==> src/hw/rtl/arpc_pkg.sv <==
// ----------------------------------------------------------------------------
// arpc_pkg
// Shared types and constants for the address resolution cache.
// ----------------------------------------------------------------------------
package arpc_pkg;

  localparam int TABLE_ENTRIES_DEF = 16;
  localparam int MAX_WAITING_DEF   = 255;

  localparam logic [31:0] LOOPBACK_IP = 32'h7F00_0001;
  localparam logic [10:0] ARP_LEN     = 11'd46;
  localparam logic [15:0] PTYPE_IPV4  = 16'h0800;
  localparam logic [15:0] HTYPE_ETH   = 16'd1;
  localparam logic [7:0]  HLEN_ETH    = 8'd6;
  localparam logic [7:0]  PLEN_IPV4   = 8'd4;
  localparam logic [15:0] OP_REQUEST  = 16'd1;
  localparam logic [15:0] OP_REPLY    = 16'd2;
  localparam int          OUT_LIMIT   = 16;

  localparam logic [1:0] MODE_RESOLVE = 2'd0;
  localparam logic [1:0] MODE_PACKET  = 2'd1;
  localparam logic [1:0] MODE_TICK    = 2'd2;
  localparam logic [1:0] MODE_UNUSED  = 2'd3;

  localparam logic [3:0] K_RESOLVED  = 4'd0;
  localparam logic [3:0] K_QUEUED    = 4'd1;
  localparam logic [3:0] K_SEND_REQ  = 4'd2;
  localparam logic [3:0] K_SEND_REP  = 4'd3;
  localparam logic [3:0] K_RELEASE   = 4'd4;
  localparam logic [3:0] K_AGED      = 4'd5;
  localparam logic [3:0] K_LEARNED   = 4'd6;
  localparam logic [3:0] K_BAD_LEN   = 4'd7;
  localparam logic [3:0] K_BAD_TYPE  = 4'd8;
  localparam logic [3:0] K_BAD_OP    = 4'd9;
  localparam logic [3:0] K_NOT_ME    = 4'd10;
  localparam logic [3:0] K_FULL      = 4'd11;
  localparam logic [3:0] K_IGNORED   = 4'd12;

  localparam logic [2:0] REG_HOST_IP  = 3'd0;
  localparam logic [2:0] REG_HOST_MAC = 3'd1;
  localparam logic [2:0] REG_LIFETIME = 3'd2;
  localparam logic [2:0] REG_RETRY    = 3'd3;
  localparam logic [2:0] REG_TRIES    = 3'd4;
  localparam logic [2:0] REG_HOLDOFF  = 3'd5;

  // Commands from controller to datapath.
  typedef struct packed {
    logic load;       // capture input word
    logic scan_clr;   // reset scan pointer and match flags
    logic scan_step;  // examine the slot under the pointer
    logic tick_step;  // age/retry the slot under the pointer
    logic finish;     // act on the lookup result
    logic emit;       // load output register from pending result
  } arpc_cmd_t;

  // Status from datapath to controller.
  typedef struct packed {
    logic scan_done;
    logic res_pending; // a result is waiting for emission
    logic tick_more;   // more slots remain in this tick and the result limit is not reached
    logic slot_hit;    // the slot under the pointer would give a tick result
  } arpc_sts_t;

endpackage

==> src/hw/rtl/arp_cache_resolver.sv <==
// ----------------------------------------------------------------------------
// arp_cache_resolver
// Address resolution cache with lookup, learning, aging and retry.
// ----------------------------------------------------------------------------
// The input channel (in_valid/in_stall) carries one word per request: a
// resolve, a received ARP header, or a one-second tick. The output channel
// (out_valid/out_stall) carries result words; last marks the final word for
// an input. Resolve and packet words give exactly one result, after a lookup
// walk that examines one slot per cycle; a hit ends the walk early. The next
// word can be taken in the cycle after the result register is loaded. A tick
// walks the slots one per cycle while no held result blocks it, and holds
// each result until the walk finds the next one or ends, so that last is
// known when the word is sent. A tick whose walk finds nothing gives no word
// at all. One input is handled at a time; in_stall is high until the result
// register has been loaded with the final result, or until a tick walk that
// found nothing ends. A stalled receiver holds the output word, and a walk
// that has a new result ready waits for it. Reset empties the table, zeroes
// the clock and loads the register defaults; no clearing pass is needed.
// ----------------------------------------------------------------------------
module arp_cache_resolver #(
  parameter int TABLE_ENTRIES = arpc_pkg::TABLE_ENTRIES_DEF,
  parameter int MAX_WAITING   = arpc_pkg::MAX_WAITING_DEF
) (
  input  logic        clk,
  input  logic        rst,
  input  logic        psel,
  input  logic        penable,
  input  logic        pwrite,
  input  logic [5:0]  paddr,
  input  logic [63:0] pwdata,
  output logic [63:0] prdata,
  output logic        pready,
  input  logic        in_valid,
  output logic        in_stall,
  input  logic [1:0]  mode,
  input  logic [31:0] ip_addr,
  input  logic [31:0] dest_ip,
  input  logic [47:0] src_mac,
  input  logic [15:0] hw_type,
  input  logic [15:0] proto_type,
  input  logic [7:0]  hw_len,
  input  logic [7:0]  proto_len,
  input  logic [15:0] operation,
  input  logic [10:0] pkt_len,
  output logic        out_valid,
  input  logic        out_stall,
  output logic [3:0]  kind,
  output logic [31:0] res_ip,
  output logic [47:0] res_mac,
  output logic [7:0]  waiting_count,
  output logic        last
);

  arpc_pkg::arpc_cmd_t cmd;
  arpc_pkg::arpc_sts_t sts;
  logic cfg_we;

  assign pready = 1'b1;
  assign cfg_we = psel && penable && pwrite;

  arpc_ctrl u_ctrl (
    .clk, .rst, .in_valid, .in_mode(mode),
    .out_busy(out_valid && out_stall), .sts, .in_stall, .cmd
  );

  arpc_dp #(.TABLE_ENTRIES(TABLE_ENTRIES), .MAX_WAITING(MAX_WAITING)) u_dp (
    .clk, .rst, .cmd, .sts, .mode, .ip_addr, .dest_ip, .src_mac, .hw_type,
    .proto_type, .hw_len, .proto_len, .operation, .pkt_len,
    .cfg_we, .cfg_idx(paddr[5:3]), .cfg_wdata(pwdata), .cfg_rdata(prdata),
    .out_valid, .out_stall, .kind, .res_ip, .res_mac, .waiting_count, .last
  );

endmodule

==> src/hw/rtl/arpc_ctrl.sv <==
// ----------------------------------------------------------------------------
// arpc_ctrl
// Sequencer for lookups, table scans and result hand-off.
// ----------------------------------------------------------------------------
module arpc_ctrl (
  input  logic               clk,
  input  logic               rst,
  input  logic               in_valid,
  input  logic [1:0]         in_mode,
  input  logic               out_busy,
  input  arpc_pkg::arpc_sts_t sts,
  output logic               in_stall,
  output arpc_pkg::arpc_cmd_t cmd
);

  typedef enum logic [2:0] {
    S_IDLE, S_SCAN, S_FIN, S_TICK, S_WAIT
  } state_t;

  state_t state;
  state_t state_next;

  assign in_stall = (state != S_IDLE);

  always_comb begin
    cmd = '0;
    state_next = state;
    case (state)
      S_IDLE: begin
        if (in_valid) begin
          cmd.load = 1'b1;
          cmd.scan_clr = 1'b1;
          state_next = (in_mode == arpc_pkg::MODE_TICK) ? S_TICK : S_SCAN;
        end
      end
      S_SCAN: begin
        cmd.scan_step = 1'b1;
        if (sts.scan_done) state_next = S_FIN;
      end
      S_FIN: begin
        cmd.finish = 1'b1;
        state_next = S_WAIT;
      end
      S_TICK: begin
        // A held result goes out once the next one is found or the walk ends.
        if (sts.tick_more && !(sts.res_pending && sts.slot_hit)) begin
          cmd.tick_step = 1'b1;
        end else if (sts.res_pending) begin
          if (!out_busy) begin
            cmd.emit = 1'b1;
            if (!sts.tick_more) state_next = S_IDLE;
          end
        end else begin
          state_next = S_IDLE;
        end
      end
      S_WAIT: begin
        if (!out_busy) begin
          cmd.emit = 1'b1;
          state_next = S_IDLE;
        end
      end
      default: state_next = S_IDLE;
    endcase
  end

  always_ff @(posedge clk) begin
    if (rst) state <= S_IDLE;
    else state <= state_next;
  end

endmodule

==> src/hw/rtl/arpc_dp.sv <==
// ----------------------------------------------------------------------------
// arpc_dp
// Slot table, configuration registers, lookup scan and result register.
// ----------------------------------------------------------------------------
module arpc_dp #(
  parameter int TABLE_ENTRIES = arpc_pkg::TABLE_ENTRIES_DEF,
  parameter int MAX_WAITING   = arpc_pkg::MAX_WAITING_DEF
) (
  input  logic               clk,
  input  logic               rst,
  input  arpc_pkg::arpc_cmd_t cmd,
  output arpc_pkg::arpc_sts_t sts,
  input  logic [1:0]         mode,
  input  logic [31:0]        ip_addr,
  input  logic [31:0]        dest_ip,
  input  logic [47:0]        src_mac,
  input  logic [15:0]        hw_type,
  input  logic [15:0]        proto_type,
  input  logic [7:0]         hw_len,
  input  logic [7:0]         proto_len,
  input  logic [15:0]        operation,
  input  logic [10:0]        pkt_len,
  input  logic               cfg_we,
  input  logic [2:0]         cfg_idx,
  input  logic [63:0]        cfg_wdata,
  output logic [63:0]        cfg_rdata,
  output logic               out_valid,
  input  logic               out_stall,
  output logic [3:0]         kind,
  output logic [31:0]        res_ip,
  output logic [47:0]        res_mac,
  output logic [7:0]         waiting_count,
  output logic               last
);

  localparam int IW = (TABLE_ENTRIES > 1) ? $clog2(TABLE_ENTRIES) : 1;
  localparam int CW = $clog2(TABLE_ENTRIES + 1);
  localparam logic [7:0] MAXW = 8'(MAX_WAITING);

  // Configuration.
  logic [31:0] host_ip;
  logic [47:0] host_mac;
  logic [15:0] entry_lifetime;
  logic [7:0]  retry_interval;
  logic [2:0]  max_tries;
  logic [7:0]  holdoff_time;

  always_ff @(posedge clk) begin
    if (rst) begin
      host_ip <= '0; host_mac <= '0; entry_lifetime <= 16'd100;
      retry_interval <= 8'd1; max_tries <= 3'd5; holdoff_time <= 8'd20;
    end else if (cfg_we) begin
      case (cfg_idx)
        arpc_pkg::REG_HOST_IP:  host_ip <= cfg_wdata[31:0];
        arpc_pkg::REG_HOST_MAC: host_mac <= cfg_wdata[47:0];
        arpc_pkg::REG_LIFETIME: entry_lifetime <= cfg_wdata[15:0];
        arpc_pkg::REG_RETRY:    retry_interval <= cfg_wdata[7:0];
        arpc_pkg::REG_TRIES:    max_tries <= cfg_wdata[2:0];
        arpc_pkg::REG_HOLDOFF:  holdoff_time <= cfg_wdata[7:0];
        default: ;
      endcase
    end
  end

  always_comb begin
    case (cfg_idx)
      arpc_pkg::REG_HOST_IP:  cfg_rdata = {32'd0, host_ip};
      arpc_pkg::REG_HOST_MAC: cfg_rdata = {16'd0, host_mac};
      arpc_pkg::REG_LIFETIME: cfg_rdata = {48'd0, entry_lifetime};
      arpc_pkg::REG_RETRY:    cfg_rdata = {56'd0, retry_interval};
      arpc_pkg::REG_TRIES:    cfg_rdata = {61'd0, max_tries};
      arpc_pkg::REG_HOLDOFF:  cfg_rdata = {56'd0, holdoff_time};
      default:                cfg_rdata = '0;
    endcase
  end

  // Captured input word.
  logic [1:0]  r_mode;
  logic [31:0] r_ip, r_tip;
  logic [47:0] r_smac;
  logic        r_len_ok, r_type_ok, r_is_req, r_is_rep;

  // Slot table.
  logic [TABLE_ENTRIES-1:0] slot_valid, slot_resolved;
  logic [31:0] slot_ip        [TABLE_ENTRIES];
  logic [47:0] slot_mac       [TABLE_ENTRIES];
  logic [31:0] slot_used_time [TABLE_ENTRIES];
  logic [31:0] slot_send_time [TABLE_ENTRIES];
  logic [2:0]  slot_tries     [TABLE_ENTRIES];
  logic [7:0]  slot_waiting   [TABLE_ENTRIES];
  logic [31:0] seconds_now;

  // Scan state.
  logic [CW-1:0] ptr;
  logic [IW-1:0] idx;
  logic          hit, free_ok;
  logic [IW-1:0] hit_idx, free_idx;
  logic [4:0]    nres;

  assign idx = ptr[IW-1:0];

  // Pending result.
  logic        pend;
  logic [3:0]  p_kind;
  logic [31:0] p_ip;
  logic [47:0] p_mac;
  logic [7:0]  p_wait;

  logic at_end;
  assign at_end = (ptr == CW'(TABLE_ENTRIES));
  assign sts.scan_done   = (ptr == CW'(TABLE_ENTRIES - 1)) || hit;
  assign sts.res_pending = pend;
  assign sts.tick_more   = !at_end && (nres != 5'(arpc_pkg::OUT_LIMIT));

  // Per-slot tick decisions.
  logic [31:0] use_d, send_d;
  logic        age, rtry, hold;
  assign use_d  = seconds_now - slot_used_time[idx];
  assign send_d = seconds_now - slot_send_time[idx];
  assign age  = slot_valid[idx] && (use_d >= {16'd0, entry_lifetime});
  assign rtry = slot_valid[idx] && !slot_resolved[idx] && (slot_tries[idx] < max_tries)
                && (send_d >= {24'd0, retry_interval});
  assign hold = slot_valid[idx] && !slot_resolved[idx] && (slot_tries[idx] >= max_tries)
                && (send_d >= {24'd0, holdoff_time});
  assign sts.slot_hit = age || rtry || hold;

  logic special;
  assign special = (r_ip == arpc_pkg::LOOPBACK_IP) || (r_ip == host_ip);

  always_ff @(posedge clk) begin
    if (rst) begin
      slot_valid <= '0;
      slot_resolved <= '0;
      seconds_now <= '0;
      pend <= 1'b0;
      out_valid <= 1'b0;
      ptr <= '0;
      hit <= 1'b0;
      free_ok <= 1'b0;
      nres <= '0;
    end else begin
      if (cmd.emit) out_valid <= 1'b1;
      else if (out_valid && !out_stall) out_valid <= 1'b0;

      if (cmd.load) begin
        r_mode <= mode; r_ip <= ip_addr; r_tip <= dest_ip; r_smac <= src_mac;
        r_len_ok  <= (pkt_len == arpc_pkg::ARP_LEN);
        r_type_ok <= (proto_type == arpc_pkg::PTYPE_IPV4) && (hw_type == arpc_pkg::HTYPE_ETH)
                     && (proto_len == arpc_pkg::PLEN_IPV4) && (hw_len == arpc_pkg::HLEN_ETH);
        r_is_req  <= (operation == arpc_pkg::OP_REQUEST);
        r_is_rep  <= (operation == arpc_pkg::OP_REPLY);
        if (mode == arpc_pkg::MODE_TICK) seconds_now <= seconds_now + 32'd1;
      end
      if (cmd.scan_clr) begin
        ptr <= '0; hit <= 1'b0; free_ok <= 1'b0; nres <= '0;
      end

      // Lookup walks one slot a cycle, remembering the first free slot.
      if (cmd.scan_step && !hit) begin
        if (slot_valid[idx] && slot_ip[idx] == r_ip) begin
          hit <= 1'b1; hit_idx <= idx;
        end else if (!slot_valid[idx] && !free_ok) begin
          free_ok <= 1'b1; free_idx <= idx;
        end
        if (ptr != CW'(TABLE_ENTRIES - 1)) ptr <= ptr + CW'(1);
      end

      if (cmd.finish) begin
        pend <= 1'b1;
        p_ip <= r_ip; p_mac <= '0; p_wait <= '0; p_kind <= arpc_pkg::K_IGNORED;
        if (r_mode == arpc_pkg::MODE_RESOLVE) begin
          if (special) begin
            p_kind <= arpc_pkg::K_RESOLVED; p_mac <= host_mac;
          end else if (hit) begin
            if (slot_resolved[hit_idx]) begin
              slot_used_time[hit_idx] <= seconds_now;
              p_kind <= arpc_pkg::K_RESOLVED; p_mac <= slot_mac[hit_idx];
            end else if (slot_waiting[hit_idx] < MAXW) begin
              slot_waiting[hit_idx] <= slot_waiting[hit_idx] + 8'd1;
              p_kind <= arpc_pkg::K_QUEUED; p_wait <= slot_waiting[hit_idx] + 8'd1;
            end
          end else if (free_ok) begin
            slot_valid[free_idx] <= 1'b1; slot_resolved[free_idx] <= 1'b0;
            slot_ip[free_idx] <= r_ip; slot_mac[free_idx] <= '0;
            slot_used_time[free_idx] <= seconds_now; slot_send_time[free_idx] <= seconds_now;
            slot_tries[free_idx] <= 3'd1; slot_waiting[free_idx] <= 8'd1;
            p_kind <= arpc_pkg::K_SEND_REQ; p_wait <= 8'd1;
          end else begin
            p_kind <= arpc_pkg::K_FULL;
          end
        end else if (r_mode == arpc_pkg::MODE_PACKET) begin
          if (!r_len_ok) p_kind <= arpc_pkg::K_BAD_LEN;
          else if (!r_type_ok) p_kind <= arpc_pkg::K_BAD_TYPE;
          else if (!r_is_req && !r_is_rep) p_kind <= arpc_pkg::K_BAD_OP;
          else if (r_is_req) begin
            if (r_tip == host_ip) begin
              p_kind <= arpc_pkg::K_SEND_REP; p_mac <= r_smac;
            end else p_kind <= arpc_pkg::K_NOT_ME;
          end else if (hit) begin
            slot_mac[hit_idx] <= r_smac; slot_resolved[hit_idx] <= 1'b1;
            slot_waiting[hit_idx] <= '0; slot_used_time[hit_idx] <= seconds_now;
            p_mac <= r_smac; p_wait <= slot_waiting[hit_idx];
            p_kind <= (slot_waiting[hit_idx] != 8'd0) ? arpc_pkg::K_RELEASE
                                                     : arpc_pkg::K_LEARNED;
          end else if (special) begin
            p_kind <= arpc_pkg::K_IGNORED;
          end else if (free_ok) begin
            slot_valid[free_idx] <= 1'b1; slot_resolved[free_idx] <= 1'b1;
            slot_ip[free_idx] <= r_ip; slot_mac[free_idx] <= r_smac;
            slot_used_time[free_idx] <= seconds_now; slot_send_time[free_idx] <= seconds_now;
            slot_tries[free_idx] <= 3'd1; slot_waiting[free_idx] <= '0;
            p_kind <= arpc_pkg::K_LEARNED; p_mac <= r_smac;
          end else p_kind <= arpc_pkg::K_FULL;
        end else begin
          p_ip <= '0;
        end
      end

      // Tick walks one slot a cycle; a new result waits until the held one is sent.
      if (cmd.tick_step) begin
        ptr <= ptr + CW'(1);
        if (age) begin
          pend <= 1'b1; nres <= nres + 5'd1;
          p_kind <= arpc_pkg::K_AGED; p_ip <= slot_ip[idx];
          p_mac <= slot_resolved[idx] ? slot_mac[idx] : 48'd0;
          p_wait <= slot_waiting[idx];
          slot_valid[idx] <= 1'b0; slot_resolved[idx] <= 1'b0; slot_waiting[idx] <= '0;
        end else if (rtry || hold) begin
          pend <= 1'b1; nres <= nres + 5'd1;
          p_kind <= arpc_pkg::K_SEND_REQ; p_ip <= slot_ip[idx];
          p_mac <= '0; p_wait <= slot_waiting[idx];
          slot_send_time[idx] <= seconds_now;
          slot_tries[idx] <= rtry ? slot_tries[idx] + 3'd1 : 3'd1;
        end
      end

      if (cmd.emit) begin
        pend <= 1'b0;
        kind <= p_kind; res_ip <= p_ip; res_mac <= p_mac; waiting_count <= p_wait;
        // A held tick result is last once no slot remains or the result limit is reached.
        last <= (r_mode != arpc_pkg::MODE_TICK) || !sts.tick_more;
      end
    end
  end

endmodule

==> config.mk <==
export PLATFORM = sky130hd
export DESIGN_NAME = arp_cache_resolver
export DESIGN_NICKNAME = d
export VERILOG_FILES = /design/src/hw/rtl/arpc_pkg.sv /design/src/hw/rtl/arp_cache_resolver.sv /design/src/hw/rtl/arpc_ctrl.sv /design/src/hw/rtl/arpc_dp.sv
export SDC_FILE = /design/constraint.sdc
export NUM_CORES = 2
export LEC_CHECK = 0
export BUFFER_PORTS_ARGS = -buffer_cell sky130_fd_sc_hd__buf_4
export CELL_PAD_IN_SITES_DETAIL_PLACEMENT = 1
export CELL_PAD_IN_SITES_GLOBAL_PLACEMENT = 1
export CORE_MARGIN = 10
export CORE_UTILIZATION = 40
export CTS_BUF_LIST = sky130_fd_sc_hd__clkbuf_8 sky130_fd_sc_hd__clkbuf_16
export DETAILED_ROUTE_END_ITERATION = 8
export GPL_ROUTABILITY_DRIVEN = 0
export PLACE_DENSITY = 0.73
export SLEW_MARGIN = 20
export SYNTH_ARGS = -nofsm -noshare
export SYNTH_HDL_FRONTEND = slang
export SYNTH_SLANG_ARGS = --single-unit
==> constraint.sdc <==
create_clock -name clk -period 29.6 [get_ports clk]
set_input_delay 4.44 -clock clk [delete_from_list [all_inputs] [get_ports clk]]
set_output_delay 4.44 -clock clk [all_outputs]
set_load 0.01 [all_outputs]
* After elaboration in Yosys (flattened, before gate mapping)
Memory sizes are Yosys's and may differ from the RTL's. A register that Yosys moved wholly into a read port is not among the register bits.
Cells that the tools add are included.
** Word-level totals
- Bits in registers :: 507
- RAM bits :: 2480
- Bits of input ports :: 266
- Word-level logic and storage cells :: 406
- Memories kept :: 6
** Operators by class
- Add/subtract/negate cells :: 7
- Order comparisons :: 12
- Eq/ne operators :: 33
- Mux-type cells :: 231
- Bitwise operators :: 18
- Reduce and logical (&&, ||, !) cells :: 64
** Memories
- u_dp.slot_mac :: words 16, bits a word 48, rd ports 2, clocked after Yosys merged registers in 2, wr ports 1, RTL line arpc_dp.sv:86 : logic [47:0] slot_mac [TABLE_ENTRIES];
- u_dp.slot_ip :: words 16, bits a word 32, rd ports 1, clocked after Yosys merged registers in 1, wr ports 1, RTL line arpc_dp.sv:85 : logic [31:0] slot_ip [TABLE_ENTRIES];
- u_dp.slot_send_time :: words 16, bits a word 32, rd ports 1, clocked after Yosys merged registers in 1, wr ports 1, RTL line arpc_dp.sv:88 : logic [31:0] slot_send_time [TABLE_ENTRIES];
- u_dp.slot_used_time :: words 16, bits a word 32, rd ports 1, clocked after Yosys merged registers in 1, wr ports 1, RTL line arpc_dp.sv:87 : logic [31:0] slot_used_time [TABLE_ENTRIES];
- u_dp.slot_waiting :: words 16, bits a word 8, rd ports 2, clocked after Yosys merged registers in 2, wr ports 1, RTL line arpc_dp.sv:90 : logic [7:0] slot_waiting [TABLE_ENTRIES];
- u_dp.slot_tries :: words 16, bits a word 3, rd ports 1, clocked after Yosys merged registers in 1, wr ports 1, RTL line arpc_dp.sv:89 : logic [2:0] slot_tries [TABLE_ENTRIES];
** Operator list (count)
- two-way mux 48 bit :: 20
- two-way mux 16 bit :: 31
- two-way mux 32 bit :: 12
- case mux 48 bit (6 select lines) :: 1
- two-way mux 8 bit :: 19
- two-way mux 4 bit :: 33
- == test 32 bit :: 3
- two-way mux 1 bit :: 85
- greater-or-equal comparator 32 x 8 -> 1 bit :: 2
- OR reduction 32 bit :: 2
- subtractor 32 bit :: 2
- AND 16 bit :: 3
- OR 16 bit :: 3
- OR reduction 48 bit :: 1
- two-way mux 5 bit :: 8
- adder 32 x 1 -> 32 bit (second input constant) :: 1
- == test 16 x 1 -> 1 bit (second input constant) :: 2
- == test 32 x 31 -> 1 bit (second input constant) :: 1
- greater-or-equal comparator 32 x 16 -> 1 bit :: 1
- NOT 16 bit :: 2
- two-way mux 3 bit :: 10
- logical AND 1 bit :: 23
- AND reduction 2 bit :: 9
- == test 16 x 12 -> 1 bit (second input constant) :: 1
- other kinds (42) :: 90

* Logic depth before layout (Yosys ltp)
- Depth in word-level cells :: 19
- Gate-level depth with buffers :: 35

* Modules after synthesis
From an unflattened synthesis, not the netlist that was laid out.
** Second synthesis, totals
- Cells, all modules :: 7334
- Area, all modules :: 129929.6 um^2
** Modules (own cells, without submodules)
- arpc_dp :: times used 1, cells an instance 7300, area an instance 129669.4 um^2, seq. area each 86472.9 um^2
- arpc_ctrl :: times used 1, cells an instance 30, area an instance 236.5 um^2, seq. area each 60.1 um^2
- arp_cache_resolver :: times used 1, cells an instance 4, area an instance 23.8 um^2, seq. area each 0.0 um^2

* Worst setup path after synthesis
OpenSTA, ideal clock, no wires.
- Path type :: reg-to-reg
- Start :: reg u_dp.ptr[0]
- End :: reg u_dp.kind[0] (enable)
- Data arrival time :: 10.920 ns
- Path slack :: 18.135 ns
- Cell stages (with the launch flop) :: 28
- Buffers on the path :: 7
- Path through :: dfxtp_1 > buf_2 > buf_2 > buf_2 > clkbuf_1 > clkbuf_1 > clkbuf_1 > buf_2 > mux4_2 > mux4_2 > ha_1 > nor2b_1 > o211ai_1 > a2111oi_2 > a21boi_0 > xnor2_1 > ha_1 > and4_1 > nand4_1 > o211ai_1 > or4_1 > a2111o_1 > nor4b_2 > nand4b_2 > o31a_1 > nor2_1 > a221o_1 > nor2_1
** Between the ends
- Cells in the longest elaborated chain, start to end :: 14
- Elaborated cells between the ends (all ways) :: 22
- Classes of those cells :: eq/ne: 1; mux: 6; reduce/logical: 15
** RTL lines
- start: declaration :: RTL line arpc_dp.sv:94 : logic [CW-1:0] ptr;
- start signal: assignment :: RTL line arpc_dp.sv:165 : if (ptr != CW'(TABLE_ENTRIES - 1)) ptr <= ptr + CW'(1);
- start signal: assignment :: RTL line arpc_dp.sv:221 : ptr <= ptr + CW'(1);
- binary-select mux 1 bit (select 4 bit) :: RTL line arpc_dp.sv:121, arpc_dp.sv:123
- two-way mux 1 bit (implied by the code) :: RTL line arpc_dp.sv:121, arpc_dp.sv:123
- zero test 1 bit :: RTL line arpc_dp.sv:121, arpc_dp.sv:123
- logical AND 1 bit :: RTL line arpc_dp.sv:121, arpc_dp.sv:123
- logical AND 1 bit :: RTL line arpc_dp.sv:121 : assign rtry = slot_valid[idx] && !slot_resolved[idx] && (slot_tries[idx] < max_tries)
- logical AND 1 bit :: RTL line arpc_dp.sv:122 : && (send_d >= {24'd0, retry_interval});
- logical OR 1 bit (2 in a row) :: RTL line arpc_dp.sv:125 : assign sts.slot_hit = age || rtry || hold;
- logical AND 1 bit :: RTL line arpc_ctrl.sv:46 : if (sts.tick_more && !(sts.res_pending && sts.slot_hit)) begin
- zero test 1 bit :: RTL line arpc_ctrl.sv:46
- logical AND 1 bit (*) :: RTL line arpc_ctrl.sv:46
- two-way mux 1 bit (*) :: RTL line arpc_ctrl.sv:46
- case mux 1 bit (2 select lines) (*) :: RTL line arpc_ctrl.sv:28 : case (state)
- AND reduction 2 bit (no source line) (*)
- end signal: assignment :: RTL line arpc_dp.sv:239 : kind <= p_kind; res_ip <= p_ip; res_mac <= p_mac; waiting_count <= p_wait;
- end: declaration :: RTL line arpc_dp.sv:29 : output logic [3:0] kind,
Every way passes the cells marked *; elsewhere a longest branch is shown, timed or not. The select of a mux whose other input is x is not followed.
A chain may end at the register's enable or synchronous reset.

==> Flow_metrics.wiki <==
{| class="wikitable"
! Metric !! Value
|-
| Result of the run || finished, final reports clean
|-
| Area inside the core boundary || 322000 um^2
|-
| Worst IR Drop VDD || 67.9 uV
|-
| First-pass iteration count of the detailed router || 6
|-
| Global-route usage over all layers || 0.225
|-
| Number of buffers between clock root and the deepest sink || 4
|-
| Endpoints failing hold || 0
|-
| Latest clock arrival within the worst-skew pair || 0.93 ns
|-
| Highest fanout seen on the critical path || 100
|-
| Post-CTS Setup Bufs || 0
|-
| Launching element type of the critical path || register
|-
| Largest net degree at the start of global routing || 141
|-
| First DRT Iteration DRCs || 9807
|-
| Die footprint || 347000 um^2
|-
| Dominant cell type by area after synthesis || edfxtp_1
|-
| Unrepaired setup endpoints after global routing || no
|-
| Number of cells on the worst reg-to-reg path || 28
|-
| Initial core utilization || 0.402
|-
| Reported leakage power || 47.4 nW
|-
| Synthesized instance count || 7110
|-
| Share of final-layout standard cells stronger than drive strength 1 || 0.288
|-
| Number of max-slew violations in the final report || 0
|-
| Worst setup path category || reg -> reg
|-
| Final total power || 9.45 mW
|-
| Met3 demand-to-capacity share in global routing || 0.0447
|-
| Vias in the first global route || 78.9k
|-
| Most common library cells after synthesis || edfxtp_1 (2791), mux4_2 (1069), nand2_1 (455)
|-
| Critical path arrival || 12.03 ns
|-
| Port Buffer Count || 389
|-
| Most area-consuming cells after synthesis || edfxtp_1 (65%), mux4_2 (19%), dfxtp_1 (3.1%), nand2_1 (1.3%), ha_1 (1.1%)
|-
| Worst setup skew after layout || 0.0799 ns
|-
| Grt met2 use || 0.356
|-
| Met1 capacity usage during global routing || 0.305
|-
| Cell Pwr Density || 63.6 nW/um^2
|-
| CTS tree || yes
|-
| Boundary pin count || 426
|-
| Die extent in x || 589 um
|-
| Worst hold path stage count || 0
|-
| Layout area overhead || 14.8%
|-
| Number of CTS-inserted buffers || 314
|-
| Routed len/inst || 33.3 um
|-
| Number of cells upsized or downsized after cts || 0
|-
| Worst Path Required || 30.08 ns
|-
| Fin nets || 7952
|-
| Total wirelength of the detailed-routed design || 404000 um
|-
| Clock root buffer master || clkbuf_16
|-
| Die Y || 589 um
|-
| Number of endpoints failing setup at the final stage || 0
|-
| First-pass GRT wire length || 576000 um
|-
| Max-capacitance violation count || 0
|-
| Initial antenna violation count || 23
|-
| Clk pin slew, worst setup/hold paths || 0.06 ns
|-
| Count of synthesis-stage warnings from yosys || 0
|-
| Final critical-path required period || 11.55 ns
|-
| Count of flip-flops with a built-in enable after synthesis || 2791
|-
| Slowest cell on the critical path || buf_4
|-
| Top cell type's share of synthesized area || 0.648
|-
| Delay-heaviest family, CP || compound AO/OA/AOI/OAI gates
|-
| Max Freq || 86.6 MHz
|-
| Placement Rows || 208
|-
| Leading cell type by number of instances after synthesis || edfxtp_1
|-
| Worst rel slew slack || 0.197
|-
| Async set-reset flop share out of synthesis || 0
|-
| Worst slew pin tran || 1.20 ns
|-
| Worst path bufs/invs || 4
|-
| Depth of the CTS H-tree || 5
|-
| Synth cell types || 97
|-
| Most crowded layer after global routing || met2
|-
| Setup crit end kind || register
|-
| Total stage count of the critical path || 28
|-
| Residual DRC count || 0
|-
| Setup TNS || 0 ns
|-
| Path class of the lowest-slack min-delay path || reg -> reg
|-
| Clock net sink count || 2991
|-
| Total grt overflow || 0
|-
| Total half-perimeter wirelength after legalization and detailed placement || 240000 um
|-
| Residual antenna-violating net count after detailed routing || 0
|-
| Register area share after synthesis || 0.679
|-
| Via-to-Cell Ratio || 6.22
|-
| Final cycle utilization of the critical path || 0.390
|-
| Main synth FF type || edfxtp_1
|-
| Critical Path Max Stage Delay || 0.85 ns
|-
| Detailed-route via count || 75.6k
|-
| Syn Area/Cell || 18.2 um^2
|-
| Quantity of hold-fixing buffers added after cts || 0
|-
| Post-synthesis instance area || 129000 um^2
|-
| Number of storage elements in the synthesis netlist || 2991
|}
==> worst paths after layout <==
| kind | from | end | slack [ns] |
|---|---|---|---|
| worst max-delay path | u_dp.ptr[0]$_SDFF_PP0_ | u_dp.slot_mac[2][1]$_DFFE_PP_ | 18.05 |
| worst min-delay path | u_dp.p_ip[6]$_DFFE_PN_ | u_dp.res_ip[6]$_DFFE_PP_ | 0.45 |
| worst max register to register | u_dp.ptr[0]$_SDFF_PP0_ | u_dp.slot_mac[2][1]$_DFFE_PP_ | 18.05 |
| worst min register to register | u_dp.p_ip[6]$_DFFE_PN_ | u_dp.res_ip[6]$_DFFE_PP_ | 0.45 |
==> metal layers <==
| metal | up-vias | share of wire |
|---|---|---|
| met5 | - | 0.00014 |
| met4 | 8 | 0.047 |
| met3 | 845 | 0.095 |
| met2 | 4209 | 0.47 |
| met1 | 40441 | 0.39 |
| li1 | 30056 | - |
==> report_power, final <==
| part | internal, mW | switching [mW] | leakage [nW] |
|---|---|---|---|
| combinational | 0.355 | 0.486 | 14.7 |
| sequential | 4.62 | 0.0609 | 27.5 |
| clock | 2.22 | 1.70 | 5.22 |
| total | 7.20 | 2.25 | 47.4 |
==> area by class of cell <==
| type | instances | area, um^2 |
|---|---|---|
| inverter | 225 | 850 |
| clock buffer | 332 | 8160 |
| multi-input combinational | 3464 | 39800 |
| fill | 30388 | 173000 |
| timing repair buffer | 576 | 4450 |
| clock inverter | 233 | 1960 |
| antenna | 13 | 32.5 |
| sequential | 2991 | 87900 |
| tap | 4305 | 5390 |
==> cells by family after synthesis <==
| family | after synthesis | synth area share |
|---|---|---|
| DFF | 2991 | 0.679 |
| and+or+nand+nor | 1196 | 0.0452 |
| muxes | 1125 | 0.190 |
| AOI/OAI and AO/OA | 848 | 0.0427 |
| buffers and inverters | 670 | 0.0206 |
| xor gates and xnor gates | 164 | 0.0111 |
| adders and majority gates | 114 | 0.0111 |
| other | 2 | 0.0000580 |
==> sequential cells by signal, summed over array words and instances, names as in the netlist, 48 cells and up, named ones only <==
register and flops:
u_dp.host_mac 48, u_dp.slot_tries 48, u_dp.p_mac 48, u_dp.slot_waiting 128, u_dp.r_smac 48, u_dp.res_mac 48
u_dp.slot_used_time 512, u_dp.slot_send_time 512, u_dp.slot_ip 512, u_dp.slot_mac 768
==> cell usage in the layout (no fill, tap or decap), drive strengths merged, types with 17 or more instances in the layout <==
cell type,instances
clkinv,119
o211ai,24
a21oi,258
a222oi,48
buf,575
nor3b,43
dfxtp,200
nand2,456
o21ai,176
mux2i,52
a211oi,20
edfxtp,2791
nand3,54
inv,307
nor2b,27
a31oi,32
xor2,98
o22ai,84
nor3,42
nor4,49
ha,112
mux4,1069
nand4,43
or3,21
bufinv,25
and3,35
conb,17
a21o,29
clkbuf,333
nand2b,26
nor2,239
xnor2,66
and2,92
==> per-stage QoR <==
step	cells	util	hold slack (ns)	cell area, um^2	setup WS (ns)
CTS	12124	0.461	0.448	148000	18.03
global placement	11559	0.430	0.438	138000	18.14
detailed placement	11559	0.430	0.437	138000	18.12
floorplan	7125	-	0.421	129000	18.14
global route	12131	0.462	0.462	148000	17.47
finish	12139	0.462	0.445	148000	18.05
==> worst register-to-register path: cells and delay by family, from the launching register on <==
kind,cells,cell delay [ns]
AND/OR/NAND/NOR,10,2.60
adder cells (fa/ha/maj),2,0.57
XOR/XNOR,1,0.17
multiplexers,3,1.70
buffers and inverters,4,2.44
AO/OA/AOI/OAI,8,2.87
flip-flops,1,0.77
(Power assumes the default switching activity.)
